## src/rtl/sfe_pkg.sv

```systemverilog
// Shared constants, types and helpers of the series function evaluator.
// Depends on nothing; every rtl file imports it.
package sfe_pkg;

  // Series length limit and derived counter width
  localparam int MAX_TERMS = 128;
  localparam int N_W       = $clog2(MAX_TERMS + 1);
  // Width of the per-term divisor (2n)(2n+1)
  localparam int K_W       = 2 * N_W + 2;

  // Magnitudes of terms are capped at 2^56, so 57 bits hold them
  localparam int MAG_W     = 57;
  localparam int PROD_W    = 2 * MAG_W;
  localparam int MUL_PARTS = 4;
  localparam int MUL_PH_W  = $clog2(MUL_PARTS + 1);

  // Divider: 64-bit dividend, 32-bit divisor, four quotient bits a cycle
  localparam int NUM_W      = 64;
  localparam int DEN_W      = 32;
  localparam int RADIX_BITS = 4;
  localparam int DIV_STEPS  = NUM_W / RADIX_BITS;
  localparam int DIV_CNT_W  = $clog2(DIV_STEPS);

  localparam logic [MAG_W-1:0]  TERM_CAP = MAG_W'(64'h0100_0000_0000_0000);
  localparam logic [MAG_W-1:0]  ONE_MAG  = MAG_W'(64'h0000_0001_0000_0000);
  localparam logic signed [63:0] ONE_Q32   = 64'sh0000_0001_0000_0000;
  localparam logic signed [63:0] SUM_CAP   = 64'sh4000_0000_0000_0000;
  localparam logic signed [63:0] SUM_FLOOR = 64'shC000_0000_0000_0000;
  localparam logic signed [63:0] RES_MAX   = 64'sh0000_7FFF_FFFF_FFFF;
  localparam logic signed [63:0] RES_MIN   = 64'shFFFF_8000_0000_0000;

  typedef enum logic [1:0] {
    CMD_SIN = 2'd0,
    CMD_COS = 2'd1,
    CMD_EXP = 2'd2,
    CMD_LN  = 2'd3
  } cmd_t;

  // Clip a 64-bit magnitude to the term cap
  function automatic logic [MAG_W-1:0] cap_mag(input logic [63:0] v);
    logic [MAG_W-1:0] r;
    if (v > 64'(TERM_CAP)) begin
      r = TERM_CAP;
    end else begin
      r = v[MAG_W-1:0];
    end
    return r;
  endfunction

endpackage

```

## src/rtl/sfe_div.sv

```systemverilog
// Iterative unsigned restoring divider, four quotient bits per cycle.
// Depends on sfe_pkg.
module sfe_div (
  input  logic                      clk,
  input  logic                      rst_n,
  input  logic                      start,
  input  logic [sfe_pkg::NUM_W-1:0] num,
  input  logic [sfe_pkg::DEN_W-1:0] den,
  output logic                      done,
  output logic [sfe_pkg::NUM_W-1:0] q
);
  import sfe_pkg::*;

  logic [NUM_W-1:0]     n_r, n_nxt;
  logic [DEN_W-1:0]     rem_r, rem_nxt, den_r;
  logic [DIV_CNT_W-1:0] cnt_r;
  logic                 run_r, done_r;

  always_comb begin
    logic [DEN_W:0] t;
    n_nxt   = n_r;
    rem_nxt = rem_r;
    for (int i = 0; i < RADIX_BITS; i++) begin
      t     = {rem_nxt, n_nxt[NUM_W-1]};
      n_nxt = {n_nxt[NUM_W-2:0], 1'b0};
      if (t >= {1'b0, den_r}) begin
        rem_nxt  = DEN_W'(t - {1'b0, den_r});
        n_nxt[0] = 1'b1;
      end else begin
        rem_nxt = t[DEN_W-1:0];
      end
    end
  end

  always_ff @(posedge clk) begin
    if (!rst_n) begin
      run_r  <= 1'b0;
      done_r <= 1'b0;
      cnt_r  <= '0;
    end else begin
      if (start) begin
        run_r  <= 1'b1;
        done_r <= 1'b0;
        cnt_r  <= DIV_CNT_W'(DIV_STEPS - 1);
      end else if (run_r) begin
        cnt_r  <= cnt_r - DIV_CNT_W'(1);
        run_r  <= (cnt_r != '0);
        done_r <= (cnt_r == '0);
      end else begin
        done_r <= 1'b0;
      end
    end
  end

  always_ff @(posedge clk) begin
    if (start) begin
      n_r   <= num;
      rem_r <= '0;
      den_r <= den;
    end else if (run_r) begin
      n_r   <= n_nxt;
      rem_r <= rem_nxt;
    end
  end

  assign q    = n_r;
  assign done = done_r;

endmodule

```

## config.mk

```make
export PLATFORM = sky130hd
export DESIGN_NAME = sfe_div
export DESIGN_NICKNAME = d
export VERILOG_FILES = /design/src/rtl/sfe_pkg.sv /design/src/rtl/sfe_div.sv
export SDC_FILE = /design/constraint.sdc
export NUM_CORES = 1
export LEC_CHECK = 0
export BUFFER_PORTS_ARGS = -buffer_cell sky130_fd_sc_hd__buf_4
export CAP_MARGIN = 30
export CORE_ASPECT_RATIO = 0.6
export CORE_MARGIN = 2
export CORE_UTILIZATION = 48
export DETAILED_ROUTE_END_ITERATION = 12
export PLACE_DENSITY = 0.68
export SLEW_MARGIN = 10
export SYNTH_ARGS = -nofsm -noshare
export SYNTH_HDL_FRONTEND = slang
export SYNTH_SLANG_ARGS = --single-unit
```

## constraint.sdc

```tcl
create_clock -name clk -period 18.37 [get_ports clk]
set_input_delay 0.9185 -clock clk [delete_from_list [all_inputs] [get_ports clk]]
set_output_delay 0.9185 -clock clk [all_outputs]
set_load 0.02 [all_outputs]
```

==> flow_metrics.env <==
export IMPL_grt_pass1_vias=10600
export IMPL_ys_seq_area_share_pct=28.2
export IMPL_area_delta_synth_final_pct=16.4
export IMPL_yosys_area_top_type="edfxtp_1"
export IMPL_min_period_ns=13.14
export IMPL_yosysWarningCount=0
export IMPL_whs_ns=0.562
export IMPL_antenna_found_initial=0
export IMPL_dpl_hpwl_mm=34.7
export IMPL_antenna_cells=0
export IMPL_r2r_end="rem_r[17]$_SDFFE_PP0P_"
export IMPL_dieWidth_um=216
export IMPL_grt_util_met2_pct=33.7
export IMPL_stdcell_count=1929
export IMPL_arrival_ns=13.44
export IMPL_post_synth_cell_area_avg_um2=9.14
export IMPL_drt_iter0_markers=1517
export IMPL_met3_usage_pct=14.4
export IMPL_clockBufferDepth=2
export IMPL_cts_setup_buffers=0
export IMPL_design_area_um2=15100
export IMPL_worst_slew_pin_slew_ns=0.934
export IMPL_top_usage_layer="met1"
export IMPL_maxCapViolCount=0
export IMPL_num_vias=11900
export IMPL_min_from="rem_r[11]$_SDFFE_PP0P_"
export IMPL_wirelength_mm=43.1
export IMPL_use_met1_pct=48.5
export IMPL_routedWlPerCell_um=22.4
export IMPL_max_freq_ghz=0.0761
export IMPL_fp_dieH_um=131
export IMPL_die_area_um2=28300
export IMPL_post_cts_resized=0
export IMPL_r2r_slack_ns=5.23
export IMPL_grt_pass1_wl_mm=63.9
export IMPL_hold_buffers=0
export IMPL_synth_net_count=1647
export IMPL_yosysMostFrequentCell="ha_1"
export IMPL_synth_area_um2=12900
export IMPL_ant_nets=0
export IMPL_grt_use_total_pct=30.0
export IMPL_vias_per_cell=6.16
export IMPL_hold_violations=0
export IMPL_endpoint_kind="flip-flop"
export IMPL_clk_pin_slew_worst_paths_ns=0.06
export IMPL_placementRows=46
export IMPL_run_status="complete, no violations"
export IMPL_clkLatencyLatePin_ns=0.45
export IMPL_grt_ovfl_total=0
export IMPL_grt_max_degree=76
export IMPL_synth_top_area_share_pct=22.3
export IMPL_multi_input_area_um2=8750
export IMPL_yosysUniqueCellTypes=77
export IMPL_crit_required_ns=18.67
export IMPL_route_detailed_drc=0
export IMPL_regArea_um2=3640
export IMPL_ys_ff_latch=134
export IMPL_synth_area_leaders="edfxtp_1, ha_1, mux2_2"
export IMPL_holdPathStages=2
export IMPL_finalCritPeriodShare_pct=71.5
export IMPL_max_stage_delay_ns=0.63
export IMPL_syn_instance_count=1415
export IMPL_final_nets=1788
export IMPL_min_to="rem_r[11]$_SDFFE_PP0P_"
export IMPL_start_util_pct=48.9
export IMPL_critical_path_class="reg -> reg"
export IMPL_dp_cells=1896
export IMPL_synth_common_cells="ha_1, mux2_2, a21oi_1"
export IMPL_fin_tns_setup_ns=0
export IMPL_min_path_type="reg -> reg"
export IMPL_core_area_um2=26500
export IMPL_critPathMaxFanout=56
export IMPL_cts_htree_levels=4
export IMPL_boundaryPins=164
export IMPL_synth_main_ff_cell="edfxtp_1"
export IMPL_worst_setup_path_start_kind="flip-flop"
export IMPL_dr_pass1_iters=6
export IMPL_cts_tree="done"
export IMPL_cts_buffers_inserted=17
export IMPL_setup_viol=0
export IMPL_cts_root_buffer="clkbuf_16"
export IMPL_r2r_start="den_r[1]$_DFFE_PP_"
export IMPL_drive_gt1_share_pct=22.1
export IMPL_port_buffers=163
export IMPL_cp_slowest_cell="a2111oi_0"
export IMPL_r2r_cells=44
export IMPL_clock_sinks=134
export IMPL_gp_congestion=1.03
export IMPL_slew_headroom_pct=37.5
export IMPL_clock_skew_ns=0.0116
export IMPL_timing_final_max_slew_violations=0
export IMPL_fillers=2355
export IMPL_rsz0062_at_grt="no"
export IMPL_cpMostUsedCell="ha_1"
export IMPL_async_flop_share_pct=0
export IMPL_synth_edff_count=96
export IMPL_place_area_um2=14400
sequential cells by signal (all words and copies together), names as in the netlist:
| register | count |
|---|---|
| rem_r | 32 |
| done | 1 |
| q | 64 |
| run_r | 1 |
| cnt_r | 4 |
| den_r | 32 |
how the worst max path moves through the flow:
| stage | start | to | cells after the start |
|---|---|---|---|
| final | den_r[1]$_DFFE_PP_ | rem_r[17]$_SDFFE_PP0P_ | 44 |
| after global routing | den_r[1]$_DFFE_PP_ | rem_r[19]$_SDFFE_PP0P_ | 44 |
| after CTS | den_r[1]$_DFFE_PP_ | rem_r[19]$_SDFFE_PP0P_ | 43 |
| after detailed placement | den_r[1]$_DFFE_PP_ | rem_r[19]$_SDFFE_PP0P_ | 42 |
| after global placement | den_r[1]$_DFFE_PP_ | rem_r[19]$_SDFFE_PP0P_ | 43 |
| after floorplan | den_r[1]$_DFFE_PP_ | q[0]$_DFFE_PP_ | 48 |
per-layer routing:
metal  wire length [um]  part of all wire (%)
met1              21500                    50
met2              14500                    34
met3               6550                    15
met4                369                  0.86
met5                167                  0.39
worst max-delay path, delay by kind of cell, from the launching register on:
family	cells	cell delay, ns
AO/OA/AOI/OAI	27	7.03
buffers and inverters	4	1.45
adder cells (fa/ha/maj)	4	1.44
AND/OR/NAND/NOR	6	1.27
multiplexers	3	1.25
flip-flops	1	0.47
area by class of cell:
type | instances | area share, %
clock buffer | 20 | 2.97
clock inverter | 12 | 1.12
timing repair buffer | 171 | 8.58
sequential | 134 | 24.2
tap | 360 | 2.99
inverter | 82 | 2.04
multi-input combinational | 1150 | 58.1
per-stage QoR:
step / setup WS [ns] / utilization [%]
finish: 5.23 / 56.9
detailed placement: 5.57 / 54.5
global route: 4.57 / 56.9
CTS: 5.50 / 56.8
floorplan: 7.04 / -
global placement: 5.84 / 54.5
placed cells by master, fill, tap and decap left out, types with 10 or more instances in the layout:
master       n
a211oi_1    39
a21o_1      40
a21oi_1    123
a31oi_1     15
buf_4      169
clkbuf_16   17
dfxtp_1     37
edfxtp_1    96
ha_1       129
inv_1       82
mux2_2     124
mux2i_1     34
nand2_1     88
nand2b_1    14
nand3_1     31
nand4_1     16
nor2_1      98
nor2b_1     13
nor3_1      18
o21a_1      19
o21ai_0     67
o21bai_1    18
o31ai_1     10
xnor2_1     75
xor2_1      35
cells by family after synthesis:
group	after synthesis	synth area share, %
compound gates	409	20.9
xor+xnor	110	7.45
fa+ha+maj	133	13.1
buf+inv	131	4.23
flops	134	28.2
mux	158	13.4
simple gates	340	12.7
Power is left out: the tool's default activity adds up to more than one toggle a clock period on the data nets, which glitch-free logic cannot reach.
