<file path="src/rtl/sfe_pkg.sv">
// Shared constants, types and helpers of the series function evaluator.
// Depends on nothing; every rtl file imports it.
package sfe_pkg;

  // Series length limit and derived counter width
  localparam int MAX_TERMS = 128;
  localparam int N_W       = $clog2(MAX_TERMS + 1);
  // Width of the per-term divisor (2n)(2n+1)
  localparam int K_W       = 2 * N_W + 2;

  // Magnitudes of terms are capped at 2^56, so 57 bits hold them
  localparam int MAG_W     = 57;
  localparam int PROD_W    = 2 * MAG_W;
  localparam int MUL_PARTS = 4;
  localparam int MUL_PH_W  = $clog2(MUL_PARTS + 1);

  // Divider: 64-bit dividend, 32-bit divisor, four quotient bits a cycle
  localparam int NUM_W      = 64;
  localparam int DEN_W      = 32;
  localparam int RADIX_BITS = 4;
  localparam int DIV_STEPS  = NUM_W / RADIX_BITS;
  localparam int DIV_CNT_W  = $clog2(DIV_STEPS);

  localparam logic [MAG_W-1:0]  TERM_CAP = MAG_W'(64'h0100_0000_0000_0000);
  localparam logic [MAG_W-1:0]  ONE_MAG  = MAG_W'(64'h0000_0001_0000_0000);
  localparam logic signed [63:0] ONE_Q32   = 64'sh0000_0001_0000_0000;
  localparam logic signed [63:0] SUM_CAP   = 64'sh4000_0000_0000_0000;
  localparam logic signed [63:0] SUM_FLOOR = 64'shC000_0000_0000_0000;
  localparam logic signed [63:0] RES_MAX   = 64'sh0000_7FFF_FFFF_FFFF;
  localparam logic signed [63:0] RES_MIN   = 64'shFFFF_8000_0000_0000;

  typedef enum logic [1:0] {
    CMD_SIN = 2'd0,
    CMD_COS = 2'd1,
    CMD_EXP = 2'd2,
    CMD_LN  = 2'd3
  } cmd_t;

  // Clip a 64-bit magnitude to the term cap
  function automatic logic [MAG_W-1:0] cap_mag(input logic [63:0] v);
    logic [MAG_W-1:0] r;
    if (v > 64'(TERM_CAP)) begin
      r = TERM_CAP;
    end else begin
      r = v[MAG_W-1:0];
    end
    return r;
  endfunction

endpackage

</file>
<file path="src/rtl/sfe_mul.sv">
// Iterative Q.32 magnitude multiplier: one 32x32 partial product per cycle,
// rounded half up and capped at the term limit. Depends on sfe_pkg.
module sfe_mul (
  input  logic                      clk,
  input  logic                      rst_n,
  input  logic                      start,
  input  logic [sfe_pkg::MAG_W-1:0] a,
  input  logic [sfe_pkg::MAG_W-1:0] b,
  output logic                      done,
  output logic [sfe_pkg::MAG_W-1:0] p
);
  import sfe_pkg::*;

  localparam logic [PROD_W-1:0] ROUND = PROD_W'(1) << 31;

  logic [MAG_W-1:0]    a_r, b_r;
  logic [PROD_W-1:0]   acc_r;
  logic [PROD_W-1:0]   pp_ext;
  logic [63:0]         pp_r;
  logic [1:0]          pos_r;
  logic [MUL_PH_W-1:0] ph_r;
  logic                run_r, pv_r, done_r;
  logic [31:0]         a_sel, b_sel;

  assign a_sel = ph_r[0] ? 32'(a_r[MAG_W-1:32]) : a_r[31:0];
  assign b_sel = ph_r[1] ? 32'(b_r[MAG_W-1:32]) : b_r[31:0];

  always_comb begin
    case (pos_r)
      2'd0:    pp_ext = PROD_W'(pp_r);
      2'd1:    pp_ext = PROD_W'(pp_r) << 32;
      default: pp_ext = PROD_W'(pp_r) << 64;
    endcase
  end

  always_ff @(posedge clk) begin
    if (!rst_n) begin
      run_r  <= 1'b0;
      pv_r   <= 1'b0;
      done_r <= 1'b0;
      ph_r   <= '0;
    end else begin
      if (start) begin
        run_r  <= 1'b1;
        pv_r   <= 1'b0;
        ph_r   <= '0;
        done_r <= 1'b0;
      end else if (run_r) begin
        pv_r   <= (ph_r < MUL_PH_W'(MUL_PARTS));
        ph_r   <= ph_r + MUL_PH_W'(1);
        run_r  <= (ph_r != MUL_PH_W'(MUL_PARTS));
        done_r <= (ph_r == MUL_PH_W'(MUL_PARTS));
      end else begin
        done_r <= 1'b0;
      end
    end
  end

  always_ff @(posedge clk) begin
    if (start) begin
      a_r   <= a;
      b_r   <= b;
      acc_r <= ROUND;
    end else if (run_r) begin
      if (ph_r < MUL_PH_W'(MUL_PARTS)) begin
        pp_r  <= 64'(a_sel) * 64'(b_sel);
        pos_r <= {1'b0, ph_r[0]} + {1'b0, ph_r[1]};
      end
      if (pv_r) begin
        acc_r <= acc_r + pp_ext;
      end
    end
  end

  // Product at or above 2^96 overflows the Q.32 word: cap it
  assign p    = (|acc_r[PROD_W-1:96]) ? TERM_CAP : cap_mag(acc_r[95:32]);
  assign done = done_r;

endmodule

</file>
<file path="config.mk">
export PLATFORM = sky130hd
export DESIGN_NAME = sfe_mul
export DESIGN_NICKNAME = d
export VERILOG_FILES = /design/src/rtl/sfe_pkg.sv /design/src/rtl/sfe_mul.sv
export SDC_FILE = /design/constraint.sdc
export NUM_CORES = 2
export LEC_CHECK = 0
export ABC_AREA = 1
export BUFFER_PORTS_ARGS = -buffer_cell sky130_fd_sc_hd__buf_2
export CORE_MARGIN = 4
export CORE_UTILIZATION = 45
export DETAILED_ROUTE_END_ITERATION = 7
export PLACE_DENSITY_LB_ADDON = 0.3
export SLEW_MARGIN = 20
export SYNTH_ARGS = -nofsm -noshare
export SYNTH_HDL_FRONTEND = slang
export SYNTH_SLANG_ARGS = --single-unit
</file>
<file path="constraint.sdc">
create_clock -name clk -period 19.4 [get_ports clk]
set_input_delay 4.85 -clock clk [delete_from_list [all_inputs] [get_ports clk]]
set_output_delay 4.85 -clock clk [all_outputs]
set_load 0.005 [all_outputs]
</file>
==> key figures <==
Setup path
  • Critical Path Start: ph_r[0]$_SDFFE_PP0P_
  • CP startpoint kind: flip-flop
  • Critical Path AT: between 9000 and 10,000 ps
  • Crit-path max FO: 34
  • Worst Path Required: between 15,000 and 20,000 ps
  • CP Class: flip-flop to flip-flop
  • Worst r2r src: ph_r[0]$_SDFFE_PP0P_
  • Critical path capture point type: flip-flop

Global route
  • Initial antenna violation count: 4
  • Largest net degree at the start of global routing: 81
  • First-pass GRT wire length: 333,000 µm
  • Gr usage total: 0.343
  • Total grt overflow: 0
  • Vias in the first global route: between 50,000 and 60,000

Clock network
  • Setup Fix Bufs, Post-CTS: 0
  • TritonCTS clock tree: built
  • CTS H-tree lvls: 2
  • Cts repair resizes: 0
  • CTS max path bufs: 3
  • Root buf cell: clkbuf_16
  • Sink Count: 300
  • Total CTS buffers: 39
  • CTS Hold Buffers Added: 0
  • Clk slew on worst S/H paths: roughly 60 ps
  • Worst skew pair latency: about 660 ps

Logic synthesis
  • Post-synth top area share: 0.316
  • Post-Syn Nets: 9,303
  • Most frequent cell after synthesis: inv_1
  • Register area share after synthesis: 0.137
  • Ys Warns: 0
  • Post-synth EDFFs: 180
  • Number of unique standard cell types used by synthesis: 46
  • Async set-reset flop share out of synthesis: 0
  • Seq cells post-synth: 300
  • Avg Cell Area, Syn: 7.19 µm²
  • Post-synthesis instance total: between 7,000 and 8,000
  • Top cells by area, synth: fa_1 (32%), inv_1 (13%), nand2_1 (13%), edfxtp_1 (9.5%), ha_1 (8.3%)
  • Ys flop type: edfxtp_1
  • Synth Cell Area: roughly 0.057 mm²
  • Leading area contributor after synthesis: fa_1
  • Most common library cells after synthesis: inv_1 (1,924), nand2_1 (1,895), nor2_1 (1,185), fa_1 (897), ha_1 (378)

Timing
  • Final Setup Violations: 0
  • Max Slew Vio Count: 0
  • Final hold vios: 0
  • Max Clk Rate: around 110 MHz
  • Setup TNS: 0 ps
  • Worst Max-Slew Pin Slew: 1150 ps
  • Final period util: 0.476
  • Tmin final: roughly 9200 ps
  • Relative slew slack: 0.232
  • Skew final: between 30 and 40 ps
  • RSZ-0062 raised after global routing: no

Detailed routing
  • Drt initial violations: between 4,000 and 5,000
  • Router iterations before antenna repair: 6
  • DR vias/cell: between 5 and 6
  • WL final: approximately 230,000 µm
  • Residual DRC: 0
  • Wire per inst: roughly 23 µm
  • Via count: just over 50,000
  • Post-route ant nets: 0

Worst hold path
  • Min-Delay Path Class: flip-flop to flip-flop
  • Hold Startpoint: acc_r[31]$_SDFFE_PP1P_

Layout
  • Layout cells sized above 1: 0.0690
  • Fin nets: 9,364
  • Area Overhead vs Synth: 7.16%
  • Filler Cells Inserted: approximately 13,000

Placed design
  • GPL Wtd Cong: approximately 1.1
  • Port buffer count: between 150 and 200
  • HPWL Detailed: ~190,000 µm

Die
  • Die width: ~360 µm
  • Die height: 363 µm
  • Cell row count: between 100 and 150
  • Die ar.: ~0.13 mm²
  • Core Area: roughly 0.13 mm²
  • Total I/O pin count: between 150 and 200
  • Starting Density: 0.453

Flow run
  • Max_cap viols: 0

Outcome
  • Status: complete, no violations
## cell families (layout without fill, tap and decap cells)
family,after synthesis,count (layout),synth area share
and+or+nand+nor,3472,3472,0.245
buffers and inverters,2209,2300,0.148
adders and majority gates,1275,1275,0.399
AOI/OAI and AO/OA,548,548,0.0542
DFF,300,300,0.137
xor gates and xnor gates,107,107,0.0165
other,0,2,0
## state kept, by name, indices dropped and copies added (netlist names)
| signal | cells |
|---|---|
| done | 1 |
| pv_r | 1 |
| acc_r | 114 |
| pos_r | 2 |
| a_r | 57 |
| b_r | 57 |
| run_r | 1 |
| ph_r | 3 |
| pp_r | 64 |
## final timing paths
path / to / slack [ps] / cells past startpoint
setup reg to reg: pp_r[50]$_DFFE_PP_ / 10160 / 24
hold reg to reg: acc_r[31]$_SDFFE_PP1P_ / 480 / 2
hold / removal: acc_r[31]$_SDFFE_PP1P_ / 480 / 2
setup / recovery: pp_r[50]$_DFFE_PP_ / 10160 / 24
## cells in the final DEF (no fill, tap or decap), drive strengths merged
master	Yosys	final
a31oi	19	19
nor2	1228	1228
nand4	43	43
fa	897	897
nand3	175	175
xor2	92	92
nand3b	5	5
inv	1974	1979
bufinv	0	6
buf	72	244
ha	378	378
o21bai	22	22
o21a	6	6
o2111ai	4	4
o211ai	5	5
clkinvlp	0	5
a31o	5	5
a21oi	218	218
nor3	48	48
a21boi	5	5
edfxtp	180	180
diode	0	2
a211oi	1	1
and2	1	1
dfxtp	120	120
or2	50	50
a21o	9	9
xnor2	15	15
clkinv	10	21
o22ai	64	64
nand2	1905	1905
nor4	17	17
clkbuf	153	45
o21ai	190	190
## area by class of cell
| type | instances | area [µm²] | share of cell area |
|---|---|---|---|
| timing repair buffer | 245 | 1410 | 0.0232 |
| tap | 1650 | 2060 | 0.0339 |
| antenna | 2 | 5.00 | 0.0000822 |
| sequential | 300 | 7810 | 0.128 |
| clock inverter | 27 | 364 | 0.00598 |
| multi-input combinational | 5402 | 40800 | 0.670 |
| clock buffer | 44 | 995 | 0.0163 |
| inverter | 1984 | 7450 | 0.122 |
## metal layers
| layer | track usage | vias up | wire [µm] |
|---|---|---|---|
| met1 | 0.419 | 24700 | 86700 |
| met4 | 0.194 | 4 | 15800 |
| li1 | - | 23400 | - |
| met5 | 0 | - | 34 |
| met3 | 0.0662 | 629 | 19100 |
| met2 | 0.569 | 2398 | 104000 |
## worst max-delay path, cell delays in order, from the launching register on
cell and delay, ps:
dfxtp_2 310, buf_4 440, inv_2 410, nand2_1 520
clkinv_1 820, nand2_1 330, fa_1 460, inv_1 80
fa_1 400, inv_1 80, fa_1 450, fa_1 590
inv_1 80, fa_1 530, fa_1 570, fa_1 420
fa_1 450, ha_1 380, a21oi_1 220, o21bai_1 160
nor2_1 310, o21ai_0 140, a21oi_1 380, o21ai_0 200
xor2_1 190
## through the flow
step | setup slack (ps) | util | cell area (µm²) | std cells | hold WS, ps
floorplan | 10730 | - | 56800 | 7911 | 445
finish | 10160 | 0.485 | 60900 | 9654 | 481
detailed placement | 10210 | 0.474 | 59500 | 9581 | 468
global placement | 10290 | 0.474 | 59500 | 9580 | 457
CTS | 10240 | 0.485 | 60900 | 9652 | 482
global route | 9840 | 0.485 | 60900 | 9652 | 507
Power is not shown: default switching activity piles up to over one toggle a cycle in this logic, so the estimate is an artifact.
